File: src/rtl/dsp_pkg.sv
package dsp_pkg;

    // Default graph size
    localparam int NODES_DEF = 8;

    // Fixed field widths
    localparam int NODE_W   = 3;
    localparam int WEIGHT_W = 16;
    localparam int DIST_W   = 20;
    localparam int PRED_W   = 4;

    // Special codes
    localparam logic [WEIGHT_W-1:0] NO_EDGE         = 16'hFFFF;
    localparam logic [DIST_W-1:0]   DIST_INF        = 20'hFFFFF;
    localparam logic [DIST_W-1:0]   DIST_MAX_FINITE = 20'hFFFFE;

    // Sequencer states
    typedef enum logic [2:0] {
        ST_IDLE,
        ST_INIT,
        ST_RELAX,
        ST_MARK,
        ST_EMIT_RD,
        ST_EMIT_LD,
        ST_EMIT_WAIT
    } dsp_state_t;

    // Verdict of the relax unit for one neighbor
    typedef struct packed {
        logic              upd;
        logic              take;
        logic [DIST_W-1:0] dist_val;
    } relax_res_t;

endpackage

File: src/rtl/dsp_if.sv
interface dsp_in_if import dsp_pkg::*; ();
    logic                valid;
    logic                ready;
    logic [NODE_W-1:0]   row;
    logic [NODE_W-1:0]   col;
    logic [WEIGHT_W-1:0] weight;
    logic                run;

    modport source (output valid, row, col, weight, run, input ready);
    modport sink (input valid, row, col, weight, run, output ready);
endinterface

interface dsp_out_if import dsp_pkg::*; ();
    logic              valid;
    logic              ready;
    logic [NODE_W-1:0] node;
    logic [DIST_W-1:0] distance;
    logic [PRED_W-1:0] predecessor;
    logic              reachable;
    logic              last_node;

    modport source (output valid, node, distance, predecessor, reachable, last_node,
                    input ready);
    modport sink (input valid, node, distance, predecessor, reachable, last_node,
                  output ready);
endinterface

interface dsp_cfg_if import dsp_pkg::*; ();
    logic              valid;
    logic              ready;
    logic [NODE_W-1:0] start_node;

    modport source (output valid, start_node, input ready);
    modport sink (input valid, start_node, output ready);
endinterface

File: src/rtl/dsp_wmem.sv
module dsp_wmem import dsp_pkg::*; #(
    parameter int NODES = NODES_DEF
) (
    input  logic                                clk,
    input  logic                                rst_n,
    input  logic                                we,
    input  logic [$clog2(NODES*NODES)-1:0]      waddr,
    input  logic [WEIGHT_W-1:0]                 wdata,
    input  logic [$clog2(NODES*NODES)-1:0]      raddr,
    output logic [WEIGHT_W-1:0]                 rdata,
    output logic                                busy
);

    localparam int DEPTH = NODES * NODES;
    localparam int AW    = $clog2(DEPTH);

    logic [WEIGHT_W-1:0] mem [DEPTH];
    logic [AW-1:0]       clr_cnt_reg;
    logic [AW-1:0]       clr_cnt_next;
    logic                clr_busy_reg;
    logic                clr_busy_next;
    logic [WEIGHT_W-1:0] rdata_reg;

    // Advance the clearing sweep after reset
    always_comb
    begin
        clr_cnt_next  = clr_cnt_reg;
        clr_busy_next = clr_busy_reg;
        if (clr_busy_reg)
        begin
            clr_cnt_next = clr_cnt_reg + AW'(1);
            if (clr_cnt_reg == AW'(DEPTH - 1))
            begin
                clr_busy_next = 1'b0;
            end
        end
    end

    always_ff @(posedge clk or negedge rst_n)
    begin
        if (!rst_n)
        begin
            clr_cnt_reg  <= '0;
            clr_busy_reg <= 1'b1;
        end
        else
        begin
            clr_cnt_reg  <= clr_cnt_next;
            clr_busy_reg <= clr_busy_next;
        end
    end

    // Write port: sweep entries to no edge, then take weight writes
    always_ff @(posedge clk)
    begin
        if (clr_busy_reg)
        begin
            mem[clr_cnt_reg] <= NO_EDGE;
        end
        else if (we)
        begin
            mem[waddr] <= wdata;
        end
    end

    // Registered read port
    always_ff @(posedge clk)
    begin
        rdata_reg <= mem[raddr];
    end

    assign rdata = rdata_reg;
    assign busy  = clr_busy_reg;

endmodule

File: src/rtl/dsp_tbl.sv
module dsp_tbl import dsp_pkg::*; #(
    parameter int NODES = NODES_DEF
) (
    input  logic                           clk,
    input  logic                           we,
    input  logic [$clog2(NODES)-1:0]       waddr,
    input  logic [DIST_W-1:0]              wdist,
    input  logic [$clog2(NODES+1)-1:0]     wpred,
    input  logic                           wvis,
    input  logic [$clog2(NODES)-1:0]       raddr,
    output logic [DIST_W-1:0]              rdist,
    output logic [$clog2(NODES+1)-1:0]     rpred,
    output logic                           rvis
);

    localparam int PW = $clog2(NODES + 1);
    localparam int EW = DIST_W + PW + 1;

    logic [EW-1:0] mem [NODES];
    logic [EW-1:0] rdata_reg;

    // One write port per cycle
    always_ff @(posedge clk)
    begin
        if (we)
        begin
            mem[waddr] <= {wdist, wpred, wvis};
        end
    end

    // Registered read port
    always_ff @(posedge clk)
    begin
        rdata_reg <= mem[raddr];
    end

    assign rdist = rdata_reg[EW-1 -: DIST_W];
    assign rpred = rdata_reg[PW:1];
    assign rvis  = rdata_reg[0];

endmodule

File: src/rtl/dsp_relax.sv
module dsp_relax import dsp_pkg::*; (
    input  logic [WEIGHT_W-1:0] weight,
    input  logic [DIST_W-1:0]   dist_v,
    input  logic [DIST_W-1:0]   dist_j,
    input  logic                vis_j,
    input  logic [DIST_W-1:0]   best_dist,
    output relax_res_t          res
);

    logic [DIST_W:0]   sum;
    logic [DIST_W-1:0] cand;
    logic              upd;
    logic [DIST_W-1:0] new_dist;

    // Add edge to settled distance, clamp to the largest finite value
    always_comb
    begin
        sum  = {1'b0, dist_v} + (DIST_W + 1)'(weight);
        cand = (sum > {1'b0, DIST_MAX_FINITE}) ? DIST_MAX_FINITE : sum[DIST_W-1:0];
        upd  = !vis_j && (weight != NO_EDGE) && (cand < dist_j);
        new_dist = upd ? cand : dist_j;
    end

    // Track the nearest unvisited node
    always_comb
    begin
        res.upd      = upd;
        res.dist_val = new_dist;
        res.take     = !vis_j && (new_dist < best_dist);
    end

endmodule

File: src/rtl/dense_shortest_path_tree.sv
// Channel  | Dir | Payload                                         | Handshake
// ---------+-----+-------------------------------------------------+-------------
// update   | in  | row, col, weight, run                           | valid/ready
// result   | out | node, distance, predecessor, reachable, last    | valid/ready
// cfg      | in  | start_node                                      | valid/ready
//
// After reset the weight matrix is swept to no edge; update holds ready low
// meanwhile (cfg is always ready). A run item resets the table, then relaxes the
// neighbors of each settled node (up to NODES nodes) and marks the next one
// settled, through the single table read port feeding one relax unit, then
// emits each result through the read, load and wait states, holding on any
// stall on result. No new item is taken until the last result of a run is
// accepted.
module dense_shortest_path_tree import dsp_pkg::*; #(
    parameter int NODES = NODES_DEF
) (
    input  logic          clk,
    input  logic          rst_n,
    dsp_in_if.sink        update,
    dsp_out_if.source     result,
    dsp_cfg_if.sink       cfg
);

    localparam int NW = $clog2(NODES);
    localparam int CW = $clog2(NODES + 1);
    localparam int PW = $clog2(NODES + 1);
    localparam int AW = $clog2(NODES * NODES);

    dsp_state_t state_reg;
    dsp_state_t state_next;

    logic [CW-1:0]     cnt_reg;
    logic [CW-1:0]     cnt_next;
    logic [NW-1:0]     v_reg;
    logic [NW-1:0]     v_next;
    logic [DIST_W-1:0] dv_reg;
    logic [DIST_W-1:0] dv_next;
    logic [NODE_W-1:0] start_reg;
    logic              stg_valid_reg;
    logic              stg_valid_next;
    logic [NW-1:0]     stg_j_reg;
    logic [NW-1:0]     stg_j_next;
    logic              best_found_reg;
    logic              best_found_next;
    logic [NW-1:0]     best_idx_reg;
    logic [NW-1:0]     best_idx_next;
    logic [DIST_W-1:0] best_dist_reg;
    logic [DIST_W-1:0] best_dist_next;
    logic [PW-1:0]     best_pred_reg;
    logic [PW-1:0]     best_pred_next;

    logic              out_valid_reg;
    logic              out_valid_next;
    logic [NODE_W-1:0] out_node_reg;
    logic [NODE_W-1:0] out_node_next;
    logic [DIST_W-1:0] out_dist_reg;
    logic [DIST_W-1:0] out_dist_next;
    logic [PRED_W-1:0] out_pred_reg;
    logic [PRED_W-1:0] out_pred_next;
    logic              out_reach_reg;
    logic              out_reach_next;
    logic              out_last_reg;
    logic              out_last_next;

    // Index conversions between field widths and internal widths
    logic [NODE_W+NW-1:0] row_wide;
    logic [NODE_W+NW-1:0] col_wide;
    logic [NODE_W+NW-1:0] start_wide;
    logic [NW-1:0]        row_idx;
    logic [NW-1:0]        col_idx;
    logic [NW-1:0]        start_idx;
    logic                 wr_in_range;
    logic                 start_ok;
    logic [NW-1:0]        cnt_idx;
    logic [NW+NODE_W-1:0] node_wide;
    logic [PW+PRED_W-1:0] pred_wide;
    logic                 out_reach;
    logic [PW-1:0]        out_pred_int;

    // Memory and unit hookup
    logic                 mat_we;
    logic [AW-1:0]        mat_waddr;
    logic [AW-1:0]        mat_raddr;
    logic [WEIGHT_W-1:0]  mat_rdata;
    logic                 mat_busy;
    logic                 tbl_we;
    logic [NW-1:0]        tbl_waddr;
    logic [DIST_W-1:0]    tbl_wdist;
    logic [PW-1:0]        tbl_wpred;
    logic                 tbl_wvis;
    logic [DIST_W-1:0]    tbl_rdist;
    logic [PW-1:0]        tbl_rpred;
    logic                 tbl_rvis;
    relax_res_t           rlx;

    logic in_fire;
    logic out_fire;

    assign in_fire  = update.valid && update.ready;
    assign out_fire = result.valid && result.ready;

    assign row_wide    = {{NW{1'b0}}, update.row};
    assign col_wide    = {{NW{1'b0}}, update.col};
    assign start_wide  = {{NW{1'b0}}, start_reg};
    assign row_idx     = row_wide[NW-1:0];
    assign col_idx     = col_wide[NW-1:0];
    assign start_idx   = start_wide[NW-1:0];
    assign wr_in_range = (32'(update.row) < NODES) && (32'(update.col) < NODES);
    assign start_ok    = 32'(start_reg) < NODES;
    assign cnt_idx     = cnt_reg[NW-1:0];

    // Weight matrix write and read addresses
    assign mat_we    = in_fire && wr_in_range;
    assign mat_waddr = AW'(row_idx) * AW'(NODES) + AW'(col_idx);
    assign mat_raddr = AW'(v_reg) * AW'(NODES) + AW'(cnt_idx);

    dsp_wmem #(
        .NODES (NODES)
    ) u_wmem (
        .clk   (clk),
        .rst_n (rst_n),
        .we    (mat_we),
        .waddr (mat_waddr),
        .wdata (update.weight),
        .raddr (mat_raddr),
        .rdata (mat_rdata),
        .busy  (mat_busy)
    );

    dsp_tbl #(
        .NODES (NODES)
    ) u_tbl (
        .clk   (clk),
        .we    (tbl_we),
        .waddr (tbl_waddr),
        .wdist (tbl_wdist),
        .wpred (tbl_wpred),
        .wvis  (tbl_wvis),
        .raddr (cnt_idx),
        .rdist (tbl_rdist),
        .rpred (tbl_rpred),
        .rvis  (tbl_rvis)
    );

    dsp_relax u_relax (
        .weight    (mat_rdata),
        .dist_v    (dv_reg),
        .dist_j    (tbl_rdist),
        .vis_j     (tbl_rvis),
        .best_dist (best_dist_reg),
        .res       (rlx)
    );

    // Result fields from the table read
    assign out_reach    = tbl_rdist != DIST_INF;
    assign out_pred_int = out_reach ? tbl_rpred : PW'(NODES);
    assign node_wide    = {{NODE_W{1'b0}}, cnt_idx};
    assign pred_wide    = {{PRED_W{1'b0}}, out_pred_int};

    // Next state
    always_comb
    begin
        state_next = state_reg;
        case (state_reg)
            ST_IDLE:
            begin
                if (in_fire && update.run)
                begin
                    state_next = ST_INIT;
                end
            end
            ST_INIT:
            begin
                if (cnt_reg == CW'(NODES - 1))
                begin
                    state_next = start_ok ? ST_RELAX : ST_EMIT_RD;
                end
            end
            ST_RELAX:
            begin
                if (stg_valid_reg && (stg_j_reg == NW'(NODES - 1)))
                begin
                    state_next = (best_found_reg || rlx.take) ? ST_MARK : ST_EMIT_RD;
                end
            end
            ST_MARK:
            begin
                state_next = ST_RELAX;
            end
            ST_EMIT_RD:
            begin
                state_next = ST_EMIT_LD;
            end
            ST_EMIT_LD:
            begin
                state_next = ST_EMIT_WAIT;
            end
            ST_EMIT_WAIT:
            begin
                if (out_fire)
                begin
                    state_next = out_last_reg ? ST_IDLE : ST_EMIT_RD;
                end
            end
            default:
            begin
                state_next = ST_IDLE;
            end
        endcase
    end

    // Datapath and outputs
    always_comb
    begin
        cnt_next        = cnt_reg;
        v_next          = v_reg;
        dv_next         = dv_reg;
        stg_valid_next  = 1'b0;
        stg_j_next      = stg_j_reg;
        best_found_next = best_found_reg;
        best_idx_next   = best_idx_reg;
        best_dist_next  = best_dist_reg;
        best_pred_next  = best_pred_reg;
        out_valid_next  = out_valid_reg;
        out_node_next   = out_node_reg;
        out_dist_next   = out_dist_reg;
        out_pred_next   = out_pred_reg;
        out_reach_next  = out_reach_reg;
        out_last_next   = out_last_reg;
        tbl_we          = 1'b0;
        tbl_waddr       = cnt_idx;
        tbl_wdist       = DIST_INF;
        tbl_wpred       = PW'(NODES);
        tbl_wvis        = 1'b0;

        case (state_reg)
            ST_IDLE:
            begin
                cnt_next = '0;
            end
            ST_INIT:
            begin
                // Reset each entry, seed the start node
                tbl_we = 1'b1;
                if (start_ok && (cnt_idx == start_idx))
                begin
                    tbl_wdist = '0;
                    tbl_wvis  = 1'b1;
                end
                cnt_next        = cnt_reg + CW'(1);
                v_next          = start_idx;
                dv_next         = '0;
                best_found_next = 1'b0;
                best_dist_next  = DIST_INF;
                if (cnt_reg == CW'(NODES - 1))
                begin
                    cnt_next = '0;
                end
            end
            ST_RELAX:
            begin
                // Issue reads for the next neighbor
                if (cnt_reg < CW'(NODES))
                begin
                    stg_valid_next = 1'b1;
                    stg_j_next     = cnt_idx;
                    cnt_next       = cnt_reg + CW'(1);
                end
                // Relax the neighbor whose data came back
                if (stg_valid_reg)
                begin
                    tbl_we    = rlx.upd;
                    tbl_waddr = stg_j_reg;
                    tbl_wdist = rlx.dist_val;
                    tbl_wpred = PW'(v_reg);
                    tbl_wvis  = 1'b0;
                    if (rlx.take)
                    begin
                        best_found_next = 1'b1;
                        best_idx_next   = stg_j_reg;
                        best_dist_next  = rlx.dist_val;
                        best_pred_next  = rlx.upd ? PW'(v_reg) : tbl_rpred;
                    end
                    if (stg_j_reg == NW'(NODES - 1))
                    begin
                        cnt_next = '0;
                    end
                end
            end
            ST_MARK:
            begin
                // Settle the chosen node and make it the next source
                tbl_we          = 1'b1;
                tbl_waddr       = best_idx_reg;
                tbl_wdist       = best_dist_reg;
                tbl_wpred       = best_pred_reg;
                tbl_wvis        = 1'b1;
                v_next          = best_idx_reg;
                dv_next         = best_dist_reg;
                best_found_next = 1'b0;
                best_dist_next  = DIST_INF;
                cnt_next        = '0;
            end
            ST_EMIT_RD:
            begin
            end
            ST_EMIT_LD:
            begin
                // Load the output register from the table
                out_valid_next = 1'b1;
                out_node_next  = node_wide[NODE_W-1:0];
                out_dist_next  = tbl_rdist;
                out_pred_next  = pred_wide[PRED_W-1:0];
                out_reach_next = out_reach;
                out_last_next  = cnt_reg == CW'(NODES - 1);
            end
            ST_EMIT_WAIT:
            begin
                if (out_fire)
                begin
                    out_valid_next = 1'b0;
                    cnt_next       = cnt_reg + CW'(1);
                end
            end
            default:
            begin
            end
        endcase
    end

    // Control registers
    always_ff @(posedge clk or negedge rst_n)
    begin
        if (!rst_n)
        begin
            state_reg      <= ST_IDLE;
            cnt_reg        <= '0;
            stg_valid_reg  <= 1'b0;
            best_found_reg <= 1'b0;
            out_valid_reg  <= 1'b0;
            start_reg      <= '0;
        end
        else
        begin
            state_reg      <= state_next;
            cnt_reg        <= cnt_next;
            stg_valid_reg  <= stg_valid_next;
            best_found_reg <= best_found_next;
            out_valid_reg  <= out_valid_next;
            if (cfg.valid && cfg.ready)
            begin
                start_reg <= cfg.start_node;
            end
        end
    end

    // Payload registers
    always_ff @(posedge clk)
    begin
        v_reg         <= v_next;
        dv_reg        <= dv_next;
        stg_j_reg     <= stg_j_next;
        best_idx_reg  <= best_idx_next;
        best_dist_reg <= best_dist_next;
        best_pred_reg <= best_pred_next;
        out_node_reg  <= out_node_next;
        out_dist_reg  <= out_dist_next;
        out_pred_reg  <= out_pred_next;
        out_reach_reg <= out_reach_next;
        out_last_reg  <= out_last_next;
    end

    // Port drive
    assign update.ready       = (state_reg == ST_IDLE) && !mat_busy;
    assign cfg.ready          = 1'b1;
    assign result.valid       = out_valid_reg;
    assign result.node        = out_node_reg;
    assign result.distance    = out_dist_reg;
    assign result.predecessor = out_pred_reg;
    assign result.reachable   = out_reach_reg;
    assign result.last_node   = out_last_reg;

endmodule

File: src/flat_wrapper.sv
// flat-port wrapper written by rule: the top's interface ports become plain ports
module dense_shortest_path_tree_flat import dsp_pkg::*;
#(
    parameter int NODES = NODES_DEF
)
  (clk, rst_n, update_valid, update_row, update_col, update_weight, update_run, update_ready, result_valid, result_node, result_distance, result_predecessor, result_reachable, result_last_node, result_ready, cfg_valid, cfg_start_node, cfg_ready);
  dsp_in_if update_i ();
  dsp_out_if result_i ();
  dsp_cfg_if cfg_i ();
  input  logic clk;
  input  logic rst_n;
  input wire logic [$bits(update_i.valid)-1:0] update_valid;
  input wire logic [$bits(update_i.row)-1:0] update_row;
  input wire logic [$bits(update_i.col)-1:0] update_col;
  input wire logic [$bits(update_i.weight)-1:0] update_weight;
  input wire logic [$bits(update_i.run)-1:0] update_run;
  output wire logic [$bits(update_i.ready)-1:0] update_ready;
  output wire logic [$bits(result_i.valid)-1:0] result_valid;
  output wire logic [$bits(result_i.node)-1:0] result_node;
  output wire logic [$bits(result_i.distance)-1:0] result_distance;
  output wire logic [$bits(result_i.predecessor)-1:0] result_predecessor;
  output wire logic [$bits(result_i.reachable)-1:0] result_reachable;
  output wire logic [$bits(result_i.last_node)-1:0] result_last_node;
  input wire logic [$bits(result_i.ready)-1:0] result_ready;
  input wire logic [$bits(cfg_i.valid)-1:0] cfg_valid;
  input wire logic [$bits(cfg_i.start_node)-1:0] cfg_start_node;
  output wire logic [$bits(cfg_i.ready)-1:0] cfg_ready;
  assign update_i.valid = update_valid;
  assign update_i.row = update_row;
  assign update_i.col = update_col;
  assign update_i.weight = update_weight;
  assign update_i.run = update_run;
  assign update_ready = update_i.ready;
  assign result_valid = result_i.valid;
  assign result_node = result_i.node;
  assign result_distance = result_i.distance;
  assign result_predecessor = result_i.predecessor;
  assign result_reachable = result_i.reachable;
  assign result_last_node = result_i.last_node;
  assign result_i.ready = result_ready;
  assign cfg_i.valid = cfg_valid;
  assign cfg_i.start_node = cfg_start_node;
  assign cfg_ready = cfg_i.ready;
  dense_shortest_path_tree #(.NODES(NODES)) u_core (.clk(clk), .rst_n(rst_n), .update(update_i), .result(result_i), .cfg(cfg_i));
endmodule
File: config.mk
export PLATFORM = sky130hd
export DESIGN_NAME = dense_shortest_path_tree_flat
export DESIGN_NICKNAME = d
export VERILOG_FILES = /design/src/rtl/dsp_pkg.sv /design/src/rtl/dsp_if.sv /design/src/rtl/dsp_wmem.sv /design/src/rtl/dsp_tbl.sv /design/src/rtl/dsp_relax.sv /design/src/rtl/dense_shortest_path_tree.sv /design/src/flat_wrapper.sv
export SDC_FILE = /design/constraint.sdc
export NUM_CORES = 1
export LEC_CHECK = 0
export BUFFER_PORTS_ARGS = -buffer_cell sky130_fd_sc_hd__buf_4
export CORE_UTILIZATION = 60
export DETAILED_ROUTE_END_ITERATION = 10
export PLACE_DENSITY = 0.85
export REMOVE_ABC_BUFFERS = 1
export SLEW_MARGIN = 20
export SYNTH_ARGS = -nofsm -noshare
export SYNTH_HDL_FRONTEND = slang
export SYNTH_SLANG_ARGS = --single-unit
File: constraint.sdc
create_clock -name clk -period 9.4 [get_ports clk]
set_clock_uncertainty 0.15 [all_clocks]
set_input_delay 0.47 -clock clk [delete_from_list [all_inputs] [get_ports clk]]
set_output_delay 0.47 -clock clk [all_outputs]
set_load 0.1 [all_outputs]
# Word level (Yosys, flattened, before mapping)
# Memory sizes are Yosys's and may differ from the RTL's. A register that Yosys moved wholly into a read port is not among the register bits.
# Cells that the tools add are included.
# classes
n_addsub,5
n_lt_le_gt_ge,4
eq_ne,18
muxes,51
reduce_logical,25
# ops
operator,n
two-way mux 20 bit,6
one-hot mux 20 bit (2 select lines),2
one-hot mux 20 bit (3 select lines),1
< comparator 20 bit,2
two-way mux 3 bit,8
two-way mux 4 bit,6
adder 20 x 16 -> 21 bit,1
> comparator 21 x 20 -> 1 bit (second input constant),1
one-hot mux 3 bit (7 select lines),1
inequality test 20 bit (second input constant),1
two-way mux 1 bit,17
two-way mux 16 bit,1
inequality test 16 bit (second input constant),1
one-hot mux 4 bit (4 select lines),1
OR reduction 16 bit,1
adder 6 x 3 -> 6 bit,2
== test 3 bit (second input constant),4
inequality test 2 x 1 -> 1 bit (second input constant),6
one-hot mux 3 bit (2 select lines),2
logical AND 1 bit,8
one-hot mux 1 bit (2 select lines),4
one-hot mux 4 bit (2 select lines),1
adder 6 x 1 -> 6 bit (second input constant),1
== test 3 x 2 -> 1 bit (second input constant),2
other kinds (16),23
# word_totals
ff_bits,102
ram_bits,1224
in_bits,31
mem_count,2
# mem_list
name,words,width,read_ports,rd_ports_with_merged_regs,write_ports,line,text
u_core.u_wmem.mem,64,16,1,1,1,dsp_wmem.sv:17,logic [WEIGHT_W-1:0] mem [DEPTH];
u_core.u_tbl.mem,8,25,1,1,1,dsp_tbl.sv:19,logic [EW-1:0] mem [NODES];

# Depth between registers and ports, before layout
# Gate-level depths: netlist (run 1).
# logic_depth
ltp_word,12
ltp_mapped,31
depth_no_buf,30

# Cells and area by module
# From an unflattened synthesis (run 1), not the netlist that was laid out.
# hier_totals
hier_cells,2816
area_unflattened_um2,54974.0
# by_module_without_submodules
module,n_inst,cells_per_inst,area_per_inst_um2
dsp_wmem,1,1811,39942.1
dsp_tbl,1,328,8261.7
dense_shortest_path_tree,1,302,4042.6
dsp_relax,1,375,2727.6

# Worst setup path before layout (run 1)
# Ideal clock, no wire load.
# synth_path
path_kind,register -> register
from,reg u_core.dv_reg[0]
to,"reg u_core.best_dist_reg[0], enable pin"
setup_ps,425
t_arrival_ps,7815
required_ps,8825
setup_slack_ps,1011
path_stages_with_launch,30
cell_sequence,edfxtp_1 ha_1 inv_1 fa_1 nor2b_1 o2111a_1 o211a_1 a311o_1 a211o_1 or4_1 o21a_1 and2_1 inv_1 ha_1 nand4_1 nor4_1 a21o_1 clkbuf_1 nor2_4 a21o_1 ha_1 a21o_1 a21o_1 a21o_1 a21o_1 a21oi_1 o211ai_1 a211oi_1 o211ai_1 o21ai_0
# synth_rtl
element,line,text
"start, declared",dense_shortest_path_tree.sv:36,logic [DIST_W-1:0] dv_reg;
"start signal, assigned",dense_shortest_path_tree.sv:361,dv_reg <= dv_next;
"end signal, assigned",dense_shortest_path_tree.sv:364,best_dist_reg <= best_dist_next;
"end, declared",dense_shortest_path_tree.sv:47,logic [DIST_W-1:0] best_dist_reg;

==> results of run 1 <==
==> worst max path at each step <==
stage / cells past startpoint / to / from / slack [ps]
finish: 31 / u_core.best_dist_reg[7]$_SDFFCE_PN1P_ / u_core.u_wmem.rdata[0]$_DFF_P_ / 1190
global route: 31 / u_core.best_pred_reg[3]$_SDFFCE_PN0P_ / u_core.u_wmem.rdata[0]$_DFF_P_ / 590
CTS: 31 / u_core.best_dist_reg[4]$_SDFFCE_PN1P_ / u_core.dv_reg[0]$_SDFFCE_PN0N_ / 1210
detailed placement: 31 / u_core.best_dist_reg[4]$_SDFFCE_PN1P_ / u_core.dv_reg[0]$_SDFFCE_PN0N_ / 1280
global placement: 32 / u_core.best_dist_reg[7]$_SDFFCE_PN1P_ / u_core.dv_reg[0]$_SDFFCE_PN0N_ / 1440
floorplan: 3 / u_core.u_tbl.mem[3][0]$_DFFE_PP_ / u_core.cnt_reg[0]$_DFFE_PN0P_ / -5440
==> metal layers <==
metal,vias to the layer above,global-route usage,routed length [µm]
li1,11385,-,-
met1,14905,0.382,48700
met2,1906,0.535,72600
met3,407,0.0621,12200
met4,12,0.133,6410
met5,-,0,88
==> per-stage QoR <==
stage                     worst slack, ps  total power (µW)  instance area, µm²   TNS, ps
after floorplan                     -5440             12500               54100  -1655630
after CTS                            1210             18900               61200         0
final                                1190             18900               61300         0
after global routing                  591             19500               61300         0
after detailed placement             1280             13600               56900         0
after global placement               1440             13400               56900         0
==> worst max-delay path: cells and delay by family, from the launching register on <==
family          cells  cell delay [ps]
compound gates     14             3260
fa+ha+maj           4             1170
buf+inv             3              580
flops               1              340
simple gates       10             2360
==> cells in the final DEF (no fill, tap or decap), types with 11 or more instances in the layout <==
cell type     n
nand2_1      75
and3_1       13
o21ai_0      45
mux2_2       31
clkbuf_1     27
ha_1         57
nand3_1      19
o31ai_1      12
o211ai_1     23
buf_4       153
inv_1        52
mux4_2      386
a21o_1       29
dfrtp_1      16
nor2_1      140
o21a_1       11
edfxtp_1   1306
dfxtp_1      41
nor3_1       25
clkinv_1     26
clkbuf_16   138
clkinv_2     22
and2_1       12
a21oi_1      42
nand2b_4     15
nand4_1      22
nand2b_1     12
a211oi_1     13
==> cell type report <==
type | instances | area [µm²] | area share
Antenna cell | 2 | 5.00 | 0.0000816
Clock buffer | 167 | 3580 | 0.0584
Clock inverter | 72 | 653 | 0.0107
Inverter | 52 | 195 | 0.00318
Multi-Input combinational cell | 1109 | 13600 | 0.221
Sequential cell | 1367 | 40600 | 0.662
Tap cell | 1176 | 1470 | 0.0240
Timing Repair Buffer | 164 | 1270 | 0.0208
==> timing repair <==
action                     in CTS  in global routing
hold endpoints to repair       24                  0
buffers inserted                0                  0
setup endpoints to repair       0                  0
hold buffers                    8                  0
==> power by group through the flow <==
stage / combinational, µW / clock, µW / sequential (µW)
after floorplan: 4410 / 0 / 8110
after global placement: 5590 / 0 / 7850
after detailed placement: 5730 / 0 / 7880
after CTS: 5840 / 5270 / 7770
after global routing: 6270 / 5490 / 7790
final: 5870 / 5230 / 7750
==> logic make-up (layout without fill, tap and decap cells) <==
logic type | after synthesis | after routing | synth area share
mux | 419 | 419 | 0.166
xor+xnor | 19 | 19 | 0.00304
compound gates | 231 | 231 | 0.0294
other cells | 1 | 3 | 0.0000686
flops | 1367 | 1367 | 0.742
fa+ha+maj | 58 | 58 | 0.0134
buf+inv | 184 | 455 | 0.0132
simple gates | 381 | 381 | 0.0337
==> qor.csv, run 1 <==
metric,value,unit
largest net degree at the start of global routing,153,
top-area cell type share of the netlist area,0.717,
Flop pwr share,0.411,
Worst Setup Start Kind,flop,
most frequent cell after synthesis,edfxtp_1,
Post-synth EDFFs,1306,
Psw,6120,µW
Clock Root Buffer,clkbuf_16,
CTS Buf Count,133,
status,"complete, no violations",
number of global-route vias before repair,29488,
Max VDD drop,241,µV
CP peak stage delay,560,ps
Commonest cells post-synth,"edfxtp_1 (1306), mux4_2 (386), nor2_1 (143), clkbuf_1 (84), nand2_1 (75)",
first-pass GRT wire length,202000,µm
Finish-stage setup viols,0,
DRT iter0 DRCs,3553,
Leakage,0.0195,µW
largest driver fanout on the critical path,20,
DP HPWL,77300,µm
RSZ-0062 raised after global routing,no,
Post-layout nets,2916,
Logic pwr share,0.312,
Mapped Avg Cell Area,20.6,µm²
worst reg-to-reg path cell count,31,
Final period util,0.873,
Critical R2R Launch,u_core.u_wmem.rdata[0]$_DFF_P_,
Area Overhead vs Synth,12.1,%
Post-synth top flop,edfxtp_1,
fillers,5169,
io pins,63,
clk sinks,1367,
max cap viols,0,
Starting Density,0.606,
die span in y,304,µm
Slew @ Worst Pin,1130,ps
Async SR Flop Fraction,0.0146,
total track usage,0.309,
Die X-Extent,304,µm
reg2reg end,u_core.best_dist_reg[7]$_SDFFCE_PN1P_,
deepest clock path buffer count,3,
Vias per Instance,6.96,
Netlist cell types,73,
Port Buffers,61,
yosys warns,0,
row cnt,110,
"Arr. time, crit path",8490,ps
TritonCTS clock tree,done,
switching share of power,0.325,
Worst path slowest cell,or4_1,
fin util,0.680,
placed cells,3859,
cells after synthesis,2660,
worst-skew pair later-pin latency,740,ps
vias,28615,
critical path required time,9680,ps
routability cong.,0.918,
PwrDens,308,mW/mm²
grt ovf,0,
internal power,12700,µW
Final Critical Period,8210,ps
largest area contributor in the netlist,edfxtp_1,
Mapped Area,0.0547,mm²
final hold violations,0,
Hold WC Path Type,in -> async,
Worst R2R Setup Slack,1190,ps
First-pass DRT Iterations,6,
antenna-violating nets left,0,
H-tree depth,4,
CP Class,reg -> reg,
initial antenna violation count,9,
drt drc,0,
core footprint,0.0901,mm²
total die area,0.0923,mm²
WHS,73.2,ps
Synth Register Bits,1367,
clock slew at the register clock pins of the worst setup and hold paths,70,ps
total wire length,140000,µm
FMAX,122,MHz
CP endpoint kind,flop,
WL per Instance,34.1,µm
Post-CTS Resized,0,
"non-filler cells, final",4109,
clock power share,0.277,
max FFs per register,1024,
"Seq/Total Area, Yosys",0.742,
Synth area leaders,"edfxtp_1 (72%), mux4_2 (16%), dfxtp_1 (1.5%)",
"Slew Viols, Final",0,
Max-slew headroom,0.239,
layout cell share with drive strength beyond 1,0.273,
Power figures use the tool's default switching activity.
==> run 2, diff against run 1 <==
--- a/config.mk
+++ b/config.mk
@@ -5,7 +5,7 @@
 export SDC_FILE = /design/constraint.sdc
 export NUM_CORES = 1
 export LEC_CHECK = 0
-export BUFFER_PORTS_ARGS = -buffer_cell sky130_fd_sc_hd__buf_4
+export BUFFER_PORTS_ARGS = -buffer_cell sky130_fd_sc_hd__buf_2
 export CORE_UTILIZATION = 60
 export DETAILED_ROUTE_END_ITERATION = 10
 export PLACE_DENSITY = 0.85
==> run 2 against run 1 <==
Total power fell by 0.19%. Via count shrank 0.43%. Critical path depth grew 1. Cell count fell by 0.12%. Sequential power about the same. Final area is 0.12% lower. Routed wire length down 0.93%. Setup slack got worse by 110 ps. First-iteration DRC count down 0.70%. Non-clock buffer count shrank 1. Flip-flop and latch count stayed put. Highest routed layer unchanged.
==> qor.csv, run 2 (same netlist as run 1, synthesis figures left out) <==
metric,value,unit,change
First-pass DRT Iterations,6,,unchanged
clk sinks,1367,,unchanged
Worst path most repeated cell,a21o_1,,
CP Class,reg -> reg,,
core footprint,0.0901,mm²,unchanged
max FFs per register,1024,,unchanged
Vias per Instance,6.94,,-0.31%
Die X-Extent,304,µm,unchanged
drt drc,0,,unchanged
met2 wire len,71300,µm,-1.9%
TritonCTS clock tree,done,,
routability cong.,0.885,,-3.6%
post-route setup slack,1080,ps,-113 ps
max cap viols,0,,unchanged
Final Critical Period,8320,ps,+113 ps
Met1 Wirelength,48100,µm,-1.3%
Slew @ Worst Pin,1200,ps,+71.7 ps
Max-slew headroom,0.198,,-0.0413
fin util,0.679,,-0.000819
Post-layout nets,2912,,-0.14%
Worst Setup Start Kind,flop,,
Area Overhead vs Synth,12.0,%,
row cnt,110,,unchanged
placed cells,3858,,-0.026%
Hold WC Path Type,in -> async,,
FMAX,120,MHz,-1.4%
initial antenna violation count,2,,-7
"non-filler cells, final",4104,,-0.12%
H-tree depth,4,,unchanged
WL per Instance,33.8,µm,-0.81%
grt ovf,0,,unchanged
Worst path slowest cell,or4_1,,
first-pass GRT wire length,200000,µm,-1.2%
DR WL met3,12600,µm,+3.8%
"Slew Viols, Final",0,,unchanged
Finish-stage setup viols,0,,unchanged
Leakage,0.0195,µW,-0.11%
die span in y,304,µm,unchanged
total track usage,0.305,,-0.00450
total die area,0.0923,mm²,unchanged
total wire length,139000,µm,-0.93%
largest net degree at the start of global routing,177,,+16%
status,"complete, no violations",,
Starting Density,0.606,,unchanged
worst-skew pair later-pin latency,720,ps,-20 ps
deepest clock path buffer count,3,,unchanged
"commonest non-fill, non-tap cell in the layout",edfxtp_1,,
largest driver fanout on the critical path,20,,unchanged
CTS Buf Count,130,,-2.3%
Design Power,18800,µW,-0.19%
Place WS,1200,ps,-75.7 ps
critical path required time,9620,ps,-60 ps
CP endpoint kind,flop,,
RSZ-0062 raised after global routing,no,,
PwrDens,307,mW/mm²,about the same
final hold violations,0,,unchanged
DRT iter0 DRCs,3528,,-0.70%
antenna-violating nets left,0,,unchanged
clock slew at the register clock pins of the worst setup and hold paths,60,ps,about the same
Max VDD drop,233,µV,-3.1%
Port Buffers,61,,unchanged
Final period util,0.885,,+0.0120
CP peak stage delay,570,ps,about the same
"Arr. time, crit path",8550,ps,+60 ps
"commonest non-fill, non-tap cells in the layout","edfxtp_1 (1306), mux4_2 (386), nor2_1 (140)",,
Clock Root Buffer,clkbuf_16,,
vias,28491,,-0.43%
io pins,63,,unchanged
Top Metal Used,met5,,
post-CTS setup buffers,0,,unchanged
DP HPWL,77000,µm,-0.46%
layout cell share with drive strength beyond 1,0.276,,+0.00345
number of global-route vias before repair,29416,,-0.24%
[run 2: area by class of cell]
type / count / area, µm²
multi-input combinational: 1109 / 13600
clock inverter: 85 / 900
antenna: 1 / 2.50
clock buffer: 151 / 3390
timing repair buffer: 163 / 1130
tap: 1176 / 1470
fill: 5326 / 28900
sequential: 1367 / 40600
inverter: 52 / 195
[run 2: power by group]
part	internal, µW	switching, µW	leakage (µW)
logic	2410	3380	0.00538
registers	7420	329	0.0120
clock network	2960	2330	0.00209
[run 2: critical path: cells and delay by family, from the launching register on]
kind / cells / cell delay (ps)
buf+inv: 3 / 750
flops: 1 / 350
simple gates: 5 / 1130
fa+ha+maj: 4 / 1130
compound gates: 20 / 4420
[run 2: routing by layer]
| metal | vias up | global-route usage |
|---|---|---|
| li1 | 11365 | - |
| met1 | 14749 | 0.382 |
| met2 | 1944 | 0.520 |
| met3 | 431 | 0.0589 |
| met4 | 2 | 0.139 |
| met5 | - | 0 |
[run 2: what timing repair did]
item	CTS	global route
endpoints found under the hold margin	23	0
setup endpoints to repair	0	0
gates resized for setup	0	0
hold buffers	8	0
[run 2: path summary, 6_finish.rpt]
check	start	to	slack, ps	cells after the start
max	u_core.u_wmem.rdata[0]$_DFF_P_	u_core.best_dist_reg[5]$_SDFFCE_PN1P_	1080	32
min	rst_n	u_core.u_wmem.clr_cnt_reg[2]$_DFFE_PN0P_	210	2
max reg2reg	u_core.u_wmem.rdata[0]$_DFF_P_	u_core.best_dist_reg[5]$_SDFFCE_PN1P_	1080	32
min reg2reg	u_core.stg_j_reg[2]$_DFFE_PP_	u_core.best_idx_reg[2]$_DFFE_PP_	350	0
max in group asynchronous	rst_n	u_core.cnt_reg[2]$_DFFE_PN0P_	8340	2
min in group clk	update_run	u_core.state_reg[0]$_DFFE_PN0P_	240	5
[run 2: per-stage QoR]
stage	instance area (µm²)	TNS [ps]	hold WS, ps
6_report	61200	0	208
5_1_grt	61200	0	220
4_1_cts	61100	0	170
3_5_place_dp	56800	0	319
3_3_place_gp	56800	0	324
2_1_floorplan	54100	-1655630	24.4
